===== src/design/epfe_pkg.sv =====
// ----------------------------------------------------------------------------
// epfe_pkg
// Shared constants, register indexes, the arctangent table and the
// controller/datapath command and status types of the flow estimator.
// ----------------------------------------------------------------------------
package epfe_pkg;

  localparam int MAX_PARTICLES = 1024;
  localparam int CORDIC_STEPS  = 16;

  localparam int CFG_IDX_W  = 2;
  localparam int CFG_DATA_W = 16;

  localparam logic [CFG_IDX_W-1:0] CFG_ETA_LIMIT = 2'd0;
  localparam logic [CFG_IDX_W-1:0] CFG_PT_LOW    = 2'd1;
  localparam logic [CFG_IDX_W-1:0] CFG_PT_HIGH   = 2'd2;
  localparam logic [CFG_IDX_W-1:0] CFG_ETA_GAP   = 2'd3;

  localparam logic [14:0] ETA_LIMIT_RST = 15'd9830;
  localparam logic [15:0] PT_LOW_RST    = 16'd51;
  localparam logic [15:0] PT_HIGH_RST   = 16'd2560;
  localparam logic [14:0] ETA_GAP_RST   = 15'd0;

  localparam logic signed [37:0] CORDIC_START = 38'sd326016437;
  localparam logic [16:0] THIRD_RECIP = 17'd43691;

  localparam logic [1:0] SRC_PHI  = 2'd0;
  localparam logic [1:0] SRC_GAP  = 2'd1;
  localparam logic [1:0] SRC_WALK = 2'd2;

  typedef struct packed {
    logic       latch_in;
    logic       store_wr;
    logic       set_ovf;
    logic       rot_start;
    logic [1:0] rot_src;
    logic       vec_start;
    logic       add_sums;
    logic       plane_wr;
    logic       res_wr;
    logic       idx_clr;
    logic       idx_inc;
    logic       mem_rd;
    logic       acc_clr;
    logic       acc_add;
    logic       div_start;
    logic       flow_wr;
    logic       res_load;
    logic       clear_event;
    logic       harm;
    logic [1:0] sub;
  } epfe_cmd_t;

  typedef struct packed {
    logic take;
    logic full;
    logic last;
    logic cordic_done;
    logic div_done;
    logic idx_end;
    logic eta_zero;
    logic count_zero;
    logic out_busy;
  } epfe_status_t;

  function automatic logic [31:0] atan_turn(input logic [4:0] idx);
    case (idx)
      5'd0:    return 32'h20000000;
      5'd1:    return 32'h12E4051E;
      5'd2:    return 32'h09FB385B;
      5'd3:    return 32'h051111D4;
      5'd4:    return 32'h028B0D43;
      5'd5:    return 32'h0145D7E1;
      5'd6:    return 32'h00A2F61E;
      5'd7:    return 32'h00517C55;
      5'd8:    return 32'h0028BE53;
      5'd9:    return 32'h00145F2F;
      5'd10:   return 32'h000A2F98;
      5'd11:   return 32'h000517CC;
      5'd12:   return 32'h00028BE6;
      5'd13:   return 32'h000145F3;
      5'd14:   return 32'h0000A2FA;
      5'd15:   return 32'h0000517D;
      5'd16:   return 32'h000028BE;
      5'd17:   return 32'h0000145F;
      5'd18:   return 32'h00000A30;
      5'd19:   return 32'h00000518;
      5'd20:   return 32'h0000028C;
      5'd21:   return 32'h00000146;
      5'd22:   return 32'h000000A3;
      5'd23:   return 32'h00000051;
      default: return 32'h00000000;
    endcase
  endfunction

endpackage


===== src/design/epfe_ctrl.sv =====
// ----------------------------------------------------------------------------
// epfe_ctrl
// Sequencer for particle intake, plane finding, the resolution terms and
// the walk over the stored particles.
// ----------------------------------------------------------------------------
module epfe_ctrl import epfe_pkg::*; (
  input  logic         clk_i,
  input  logic         rst_ni,
  input  logic         in_valid_i,
  output logic         in_ready_o,
  input  epfe_status_t status_i,
  output epfe_cmd_t    cmd_o
);

  localparam logic [3:0] S_IDLE   = 4'd0;
  localparam logic [3:0] S_EVAL   = 4'd1;
  localparam logic [3:0] S_RGO    = 4'd2;
  localparam logic [3:0] S_ROT    = 4'd3;
  localparam logic [3:0] S_NEXT   = 4'd4;
  localparam logic [3:0] S_FIN    = 4'd5;
  localparam logic [3:0] S_VSTART = 4'd6;
  localparam logic [3:0] S_VEC    = 4'd7;
  localparam logic [3:0] S_PLANE  = 4'd8;
  localparam logic [3:0] S_RSTART = 4'd9;
  localparam logic [3:0] S_RES    = 4'd10;
  localparam logic [3:0] S_RD     = 4'd11;
  localparam logic [3:0] S_CHK    = 4'd12;
  localparam logic [3:0] S_WALK   = 4'd13;
  localparam logic [3:0] S_DIV    = 4'd14;
  localparam logic [3:0] S_OUT    = 4'd15;

  logic [3:0] state_q, state_d;
  logic       h_q, h_d;
  logic [1:0] sub_q, sub_d;

  always_comb begin
    state_d    = state_q;
    h_d        = h_q;
    sub_d      = sub_q;
    cmd_o      = '0;
    cmd_o.harm = h_q;
    cmd_o.sub  = sub_q;
    in_ready_o = 1'b0;
    case (state_q)
      S_IDLE: begin
        in_ready_o = 1'b1;
        if (in_valid_i) begin
          cmd_o.latch_in = 1'b1;
          h_d            = 1'b0;
          state_d        = S_EVAL;
        end
      end
      S_EVAL: begin
        if (!status_i.take) begin
          state_d = S_NEXT;
        end else if (status_i.full) begin
          cmd_o.set_ovf = 1'b1;
          state_d       = S_NEXT;
        end else begin
          cmd_o.store_wr = 1'b1;
          state_d        = S_RGO;
        end
      end
      S_RGO: begin
        cmd_o.rot_start = 1'b1;
        cmd_o.rot_src   = SRC_PHI;
        state_d         = S_ROT;
      end
      S_ROT: begin
        if (status_i.cordic_done) begin
          cmd_o.add_sums = 1'b1;
          if (!h_q) begin
            h_d     = 1'b1;
            state_d = S_RGO;
          end else begin
            state_d = S_NEXT;
          end
        end
      end
      S_NEXT: begin
        state_d = status_i.last ? S_FIN : S_IDLE;
      end
      S_FIN: begin
        h_d   = 1'b0;
        sub_d = 2'd0;
        state_d = status_i.count_zero ? S_OUT : S_VSTART;
      end
      S_VSTART: begin
        cmd_o.vec_start = 1'b1;
        state_d         = S_VEC;
      end
      S_VEC: begin
        if (status_i.cordic_done) state_d = S_PLANE;
      end
      S_PLANE: begin
        cmd_o.plane_wr = 1'b1;
        if (sub_q == 2'd3) begin
          state_d = S_RSTART;
        end else begin
          sub_d   = sub_q + 2'd1;
          state_d = S_VSTART;
        end
      end
      S_RSTART: begin
        cmd_o.rot_start = 1'b1;
        cmd_o.rot_src   = SRC_GAP;
        state_d         = S_RES;
      end
      S_RES: begin
        if (status_i.cordic_done) begin
          cmd_o.res_wr  = 1'b1;
          cmd_o.idx_clr = 1'b1;
          cmd_o.acc_clr = 1'b1;
          state_d       = S_RD;
        end
      end
      S_RD: begin
        if (status_i.idx_end) begin
          cmd_o.div_start = 1'b1;
          state_d         = S_DIV;
        end else begin
          cmd_o.mem_rd = 1'b1;
          state_d      = S_CHK;
        end
      end
      S_CHK: begin
        if (status_i.eta_zero) begin
          cmd_o.idx_inc = 1'b1;
          state_d       = S_RD;
        end else begin
          cmd_o.rot_start = 1'b1;
          cmd_o.rot_src   = SRC_WALK;
          state_d         = S_WALK;
        end
      end
      S_WALK: begin
        cmd_o.rot_src = SRC_WALK;
        if (status_i.cordic_done) begin
          cmd_o.acc_add = 1'b1;
          cmd_o.idx_inc = 1'b1;
          state_d       = S_RD;
        end
      end
      S_DIV: begin
        if (status_i.div_done) begin
          cmd_o.flow_wr = 1'b1;
          if (!h_q) begin
            h_d     = 1'b1;
            sub_d   = 2'd0;
            state_d = S_VSTART;
          end else begin
            state_d = S_OUT;
          end
        end
      end
      S_OUT: begin
        if (!status_i.out_busy) begin
          cmd_o.res_load    = 1'b1;
          cmd_o.clear_event = 1'b1;
          state_d           = S_IDLE;
        end
      end
      default: state_d = S_IDLE;
    endcase
  end

  always_ff @(posedge clk_i or negedge rst_ni) begin
    if (!rst_ni) begin
      state_q <= S_IDLE;
      h_q     <= 1'b0;
      sub_q   <= 2'd0;
    end else begin
      state_q <= state_d;
      h_q     <= h_d;
      sub_q   <= sub_d;
    end
  end

endmodule


===== config.mk =====
export PLATFORM = sky130hd
export DESIGN_NAME = epfe_ctrl
export DESIGN_NICKNAME = d
export VERILOG_FILES = /design/src/design/epfe_pkg.sv /design/src/design/epfe_ctrl.sv
export SDC_FILE = /design/constraint.sdc
export NUM_CORES = 1
export LEC_CHECK = 0
export BUFFER_PORTS_ARGS = -buffer_cell sky130_fd_sc_hd__buf_2
export CORE_MARGIN = 1
export CORE_UTILIZATION = 35
export DETAILED_ROUTE_END_ITERATION = 6
export PLACE_DENSITY_LB_ADDON = 0.08
export SLEW_MARGIN = 10
export SYNTH_ARGS = -nofsm -noshare
export SYNTH_HDL_FRONTEND = slang
export SYNTH_SLANG_ARGS = --single-unit
export TNS_END_PERCENT = 100

===== constraint.sdc =====
create_clock -name clk_i -period 1.75 [get_ports clk_i]
set_input_delay 0.2625 -clock clk_i [delete_from_list [all_inputs] [get_ports clk_i]]
set_output_delay 0.2625 -clock clk_i [all_outputs]
set_load 0.005 [all_outputs]

==> flow_metrics.tcl, run 1 <==
set metrics [dict create \
    status "complete, but fails checks" \
    failed_checks "negative setup slack" \
    clockBufferDepth 2 \
    ys_ff_latch 7 \
    antenna_found_initial 0 \
    synth_top_cell_by_area "dfrtp_1" \
    yosys_warnings 0 \
    post-route-drc-count 0 \
    period_needed_ns 1.76 \
    die_h_um 54.2 \
    critPathKind "register to output pin" \
    crit_chain "buf_6 -> or4_1 -> o21ai_1 -> buf_2" \
    ir_drop_v 0.00102 \
    cp.required_ns 1.49 \
    reg2reg_depth 6 \
    syn_nets 129 \
    cp.arrival_ns 1.50 \
    diodes 0 \
    crit_start "state_q[0]$_DFFE_PN0P_" \
    coreArea_mm2 0.00252 \
    drt-vias-per-instance 5.54 \
    utilization 0.525 \
    fmax_mhz 569 \
    cellPowerDensity_mw_per_mm2 1830 \
    timing.final.ws_setup_ns -0.00860 \
    fin_skew_ns 0.000302 \
    grt_pass1_wl_um 4450 \
    finalSetupViolations 2 \
    cts-htree-levels 1 \
    finalWirelength_um 2810 \
    fin_tns_setup_ns -0.0117 \
    yosys.cell_types.count 45 \
    start_kind "register" \
    synth_commonest_cells "nor3_1, dfrtp_1, inv_1, nand2b_1, o21ai_0" \
    yosysSeqAreaShare 0.183 \
    routedWlPerCell_um 14.7 \
    cp_slowest_cell "or4_1" \
    critical_path.max_fanout 5 \
    gp_congestion 0.806 \
    grt_max_degree 15 \
    yosys.area.top_type_share 0.183 \
    synth_most_common_cell "nor3_1" \
    reg2reg_slack_ns 0 \
    setup.worst_path.end_class "output pin" \
    hold_viol 0 \
    timing.max_cap.violations 0 \
    relSlewSlack 0.753 \
    r2r_end "sub_q[0]$_DFFE_PN0P_" \
    worstReg2RegStart "state_q[0]$_DFFE_PN0P_" \
    cts_tree "built" \
    synthTopCellsByArea "dfrtp_1, buf_6, nor3_1" \
    ant_nets 0 \
    dieArea_mm2 0.00294 \
    num_vias 1064 \
    grtUsageTotal 0.213 \
    hold_path.class "primary input to asynchronous set/reset pin" \
    hpwl_um 2000 \
    netlist_instances 116 \
    rows 18 \
    grt_pass1_vias 966 \
    drive_gt1_frac 0.512 \
    grt.overflow.total 0 \
    clk_latency_ns 0.24 \
    drtIter0Drc 20 \
    power.static_leakage_nw 0.642 \
    avgSynthCellArea_um2 8.23 \
    syn_to_final_growth_pct 38.8 \
    ios 35 \
    initial_core_util 0.378 \
    cpPeakStageDelay_ns 0.49 \
    rsz0062_at_grt "true" \
    cts-root-buf "clkbuf_4" \
    path_clk_slew_ns 0.05 \
    die_w_um 54.2 \
    cts_buffers 3 \
    fin_crit_sh 1.00 \
    ys.flop_type "dfrtp_1" \
    ys_async_sr_fraction 1.00 \
    syn_area_um2 955 \
    worst_pin_slew_ns 0.370 \
    first_pass_iters 4 \
    port_buffers 34 \
    finalMaxSlewViolations 0 \
    nets 176 \
    synth_edf_count 0 \
    cts.sinks 7 \
]
==> worst max-delay path: cells and delay by family, from the launching register on <==
kind                   cells  cell delay, ns
flip-flops                 1            0.44
AND/OR/NAND/NOR            1            0.49
buffers and inverters      2            0.25
AO/OA/AOI/OAI              1            0.08
==> per-stage QoR <==
step / power (mW) / instance area, µm² / hold WS, ns / instances / setup WS [ns]
final: 2.42 / 1330 / 0.377 / 192 / -0.00860
after global routing: 2.63 / 1330 / 0.376 / 192 / -0.0730
after CTS: 2.25 / 1250 / 0.373 / 191 / -0.0189
after detailed placement: 1.85 / 1110 / 0.104 / 175 / 0.0532
after global placement: 1.85 / 1110 / 0.101 / 175 / 0.0649
after floorplan: 1.53 / 955 / -0.0331 / 116 / 0.144
==> state kept, by name (all words and copies together), names as in the netlist <==
name / flops
state_q: 4
sub_q: 2
h_q: 1
==> final cells by class <==
| cell class | instances | area [µm²] |
|---|---|---|
| Fill cell | 254 | 1200 |
| Multi-Input combinational cell | 86 | 676 |
| Timing Repair Buffer | 58 | 380 |
| Sequential cell | 7 | 179 |
| Tap cell | 30 | 37.5 |
| Clock buffer | 4 | 26.3 |
| Inverter | 7 | 26.3 |
==> how the worst max path moves through the flow <==
stage	to	slack, ns	cells after the start
finish	cmd_o[18]	-0.009	4
CTS	cmd_o[18]	-0.02	4
detailed placement	sub_q[0]$_DFFE_PN0P_	0.05	5
global placement	state_q[2]$_DFFE_PN0P_	0.06	4
global route	cmd_o[18]	-0.07	4
floorplan	cmd_o[21]	0.14	5
==> where the power goes <==
part / switching (mW) / total (mW) / internal [mW]
Combinational: 0.986 / 1.93 / 0.944
Clock: 0.0549 / 0.142 / 0.0867
Sequential: 0.0975 / 0.347 / 0.250
==> cells in the final DEF, fill, tap and decap left out, types with 3 or more instances in the layout <==
master	Yosys	final
nor2_1	5	4
buf_2	3	34
clkbuf_4	0	3
dfrtp_2	0	3
nand2_1	5	4
dfrtp_1	7	4
mux2i_1	4	4
buf_6	5	4
a211oi_1	3	3
inv_1	7	7
a21oi_1	6	6
nand2b_1	7	5
nor3_1	11	9
o21ai_0	7	5
buf_4	4	18
mux2_2	3	3
a31oi_1	3	3
==> cells by family (layout without fill, tap and decap cells) <==
group,count (synthesis),in the layout,synth area share
AND/OR/NAND/NOR,46,46,0.296
AO/OA/AOI/OAI,30,30,0.231
buffers and inverters,23,69,0.181
multiplexers,7,7,0.0773
flip-flops,7,7,0.183
XOR/XNOR,2,2,0.0184
adder cells (fa/ha/maj),1,1,0.0131
==> timing repair <==
action,4_1_cts,5_1_grt
cloned,0,0
setup buffers,11,1
hold buffers,1,0
pin swaps,0,4
endpoints found under the setup margin,8,15
resized for setup,8,15
endpoints found under the hold margin,7,0
==> layer usage <==
| layer | wire, µm | vias up | GRT usage | share of wire |
|---|---|---|---|---|
| li1 | - | 520 | - | - |
| met1 | 1280 | 513 | 0.275 | 0.45 |
| met2 | 1390 | 29 | 0.358 | 0.49 |
| met3 | 115 | 2 | 0.0528 | 0.041 |
| met4 | 27 | 0 | 0.0385 | 0.0096 |
| met5 | 0 | - | 0 | 0 |
Power figures use the tool's default switching activity.
==> run 2, diff against run 1 <==
Settings changed: TNS_END_PERCENT 100 to 20.
==> run 2 against run 1 <==
  * The run still ends with negative setup slack left
  * Die area did not move
  * Register-to-register slack about the same
  * Via count increased by 0.47%
  * Setup slack better by 0.0015 ns
  * Cell area is 0.85% lower
  * Total power decreased by 1.0%
  * Critical path type unchanged
  * Largest power group unchanged
  * Highest routed layer unchanged
==> flow_metrics.tcl, run 2 (synthesized netlist as in run 1, its figures left out) <==
set metrics [dict create \
    status "complete, but fails checks" \
    failed_checks "negative setup slack" \
    cp.arrival_ns 1.49 \
    die_h_um 54.2 \
    drt-vias-per-instance 5.57 \
    dieArea_mm2 0.00294 \
    drtIter0Drc 26 \
    num_vias 1069 \
    antenna_found_initial 0 \
    seqPwrFrac 0.145 \
    port_buffers 34 \
    finalSetupViolations 2 \
    die_w_um 54.2 \
    cts_buffers 3 \
    drive_gt1_frac 0.500 \
    wl_met3_um 123 \
    cts.sinks 7 \
    clock_power_share 0.059 \
    cpPeakStageDelay_ns 0.49 \
    critical_path.max_fanout 5 \
    rsz0062_at_grt "true" \
    grt_max_degree 15 \
    place_ws_ns 0.0532 \
    rows 18 \
    highest_layer "met4" \
    utilization 0.521 \
    coreArea_mm2 0.00252 \
    crit_start "state_q[0]$_DFFE_PN0P_" \
    fmax_mhz 569 \
    drt-met1-wl_um 1280 \
    worst_pin_slew_ns 0.368 \
    gp_congestion 0.806 \
    cp_slowest_cell "or4_1" \
    hold_slack_ns 0.377 \
    diodes 0 \
    finalWirelength_um 2840 \
    p_int_mw 1.26 \
    grt.overflow.total 0 \
    largest_reg_flops 4 \
    grtUsageTotal 0.213 \
    setup.worst_path.end_class "output pin" \
    grt_pass1_wl_um 4450 \
    power.static_leakage_nw 0.639 \
    cts-htree-levels 1 \
    nets 176 \
    initial_core_util 0.378 \
    hold_path.class "primary input to asynchronous set/reset pin" \
    timing.final.ws_setup_ns -0.00706 \
    ir_drop_v 0.00101 \
    ios 35 \
    first_pass_iters 4 \
    largest_register "state_q" \
    hpwl_um 2000 \
    reg_top3 "state_q (4), sub_q (2), h_q (1)" \
    syn_to_final_growth_pct 37.6 \
    cts_tree "built" \
    fin_tns_setup_ns -0.00948 \
    clockBufferDepth 2 \
    grt_pass1_vias 966 \
    wl_met2_um 1410 \
    cp.required_ns 1.49 \
    switching_share 0.472 \
    period_needed_ns 1.76 \
    critPathKind "register to output pin" \
    start_kind "register" \
    crit_chain "buf_6 -> or4_1 -> o21ai_1 -> buf_2" \
    worstReg2RegStart "state_q[0]$_DFFE_PN0P_" \
    comb_power_share 0.796 \
    clk_latency_ns 0.24 \
    timing.max_cap.violations 0 \
    finalMaxSlewViolations 0 \
    cts-root-buf "clkbuf_4" \
    fin_skew_ns 0.000402 \
    relSlewSlack 0.755 \
    reg2reg_slack_ns 0 \
    path_clk_slew_ns 0.05 \
    reg2reg_depth 6 \
    post-route-drc-count 0 \
    layout_common_cells "buf_2, buf_4, nor3_1, inv_1, a21oi_1" \
    r2r_end "sub_q[0]$_DFFE_PN0P_" \
    routedWlPerCell_um 14.8 \
    p_switching_mw 1.13 \
    fin_crit_sh 1.00 \
    hold_viol 0 \
    cellPowerDensity_mw_per_mm2 1820 \
    final_common_cell "buf_2" \
    ant_nets 0 \
]
[run 2: cell counts in the layout (fill, tap and decap cells not counted)]
Identical to the previous run, type by type.
[run 2: worst max-delay path: cells and delay by family, from the launching register on]
kind                   cells  cell delay [ns]
AND/OR/NAND/NOR            1             0.49
flip-flops                 1             0.44
buffers and inverters      2             0.25
AO/OA/AOI/OAI              1             0.08
[run 2: layer usage]
layer / global-route usage / up-vias
li1: - / 519
met1: 0.275 / 517
met2: 0.358 / 31
met3: 0.0528 / 2
met4: 0.0385 / 0
met5: 0 / -
[run 2: worst max-delay path by stage]
stage | to | slack (ns)
after floorplan | cmd_o[21] | 0.14
after global placement | state_q[2]$_DFFE_PN0P_ | 0.06
after detailed placement | sub_q[0]$_DFFE_PN0P_ | 0.05
after CTS | cmd_o[18] | -0.02
after global routing | cmd_o[18] | -0.07
final | cmd_o[18] | -0.007
[run 2: per-stage QoR]
stage | std cells | cell area [µm²] | power, mW
final | 192 | 1310 | 2.39
after global routing | 192 | 1310 | 2.60
after CTS | 191 | 1250 | 2.25
after detailed placement | 175 | 1110 | 1.85
after global placement | 175 | 1110 | 1.85
after floorplan | 116 | 955 | 1.53
[run 2: repair_timing]
item,4_1_cts,5_1_grt
gates resized for setup,8,12
hold endpoints to repair,7,0
setup endpoints to repair,8,15
setup buffers,11,1
cloned,0,0
pin swaps,0,3
hold buffers,1,0
[run 2: power groups by stage]
| stage | combinational, mW | sequential (mW) | clock, mW |
|---|---|---|---|
| after CTS | 1.75 | 0.347 | 0.147 |
| after detailed placement | 1.48 | 0.377 | 0 |
| after floorplan | 1.24 | 0.288 | 0 |
| after global placement | 1.47 | 0.373 | 0 |
| final | 1.91 | 0.347 | 0.142 |
| after global routing | 2.07 | 0.362 | 0.165 |
[run 2: layout make-up]
cell class / instances / area, µm²
fill: 256 / 1210
multi-input combinational: 86 / 668
timing repair buffer: 58 / 377
sequential: 7 / 179
tap: 30 / 37.5
clock buffer: 4 / 26.3
inverter: 7 / 26.3
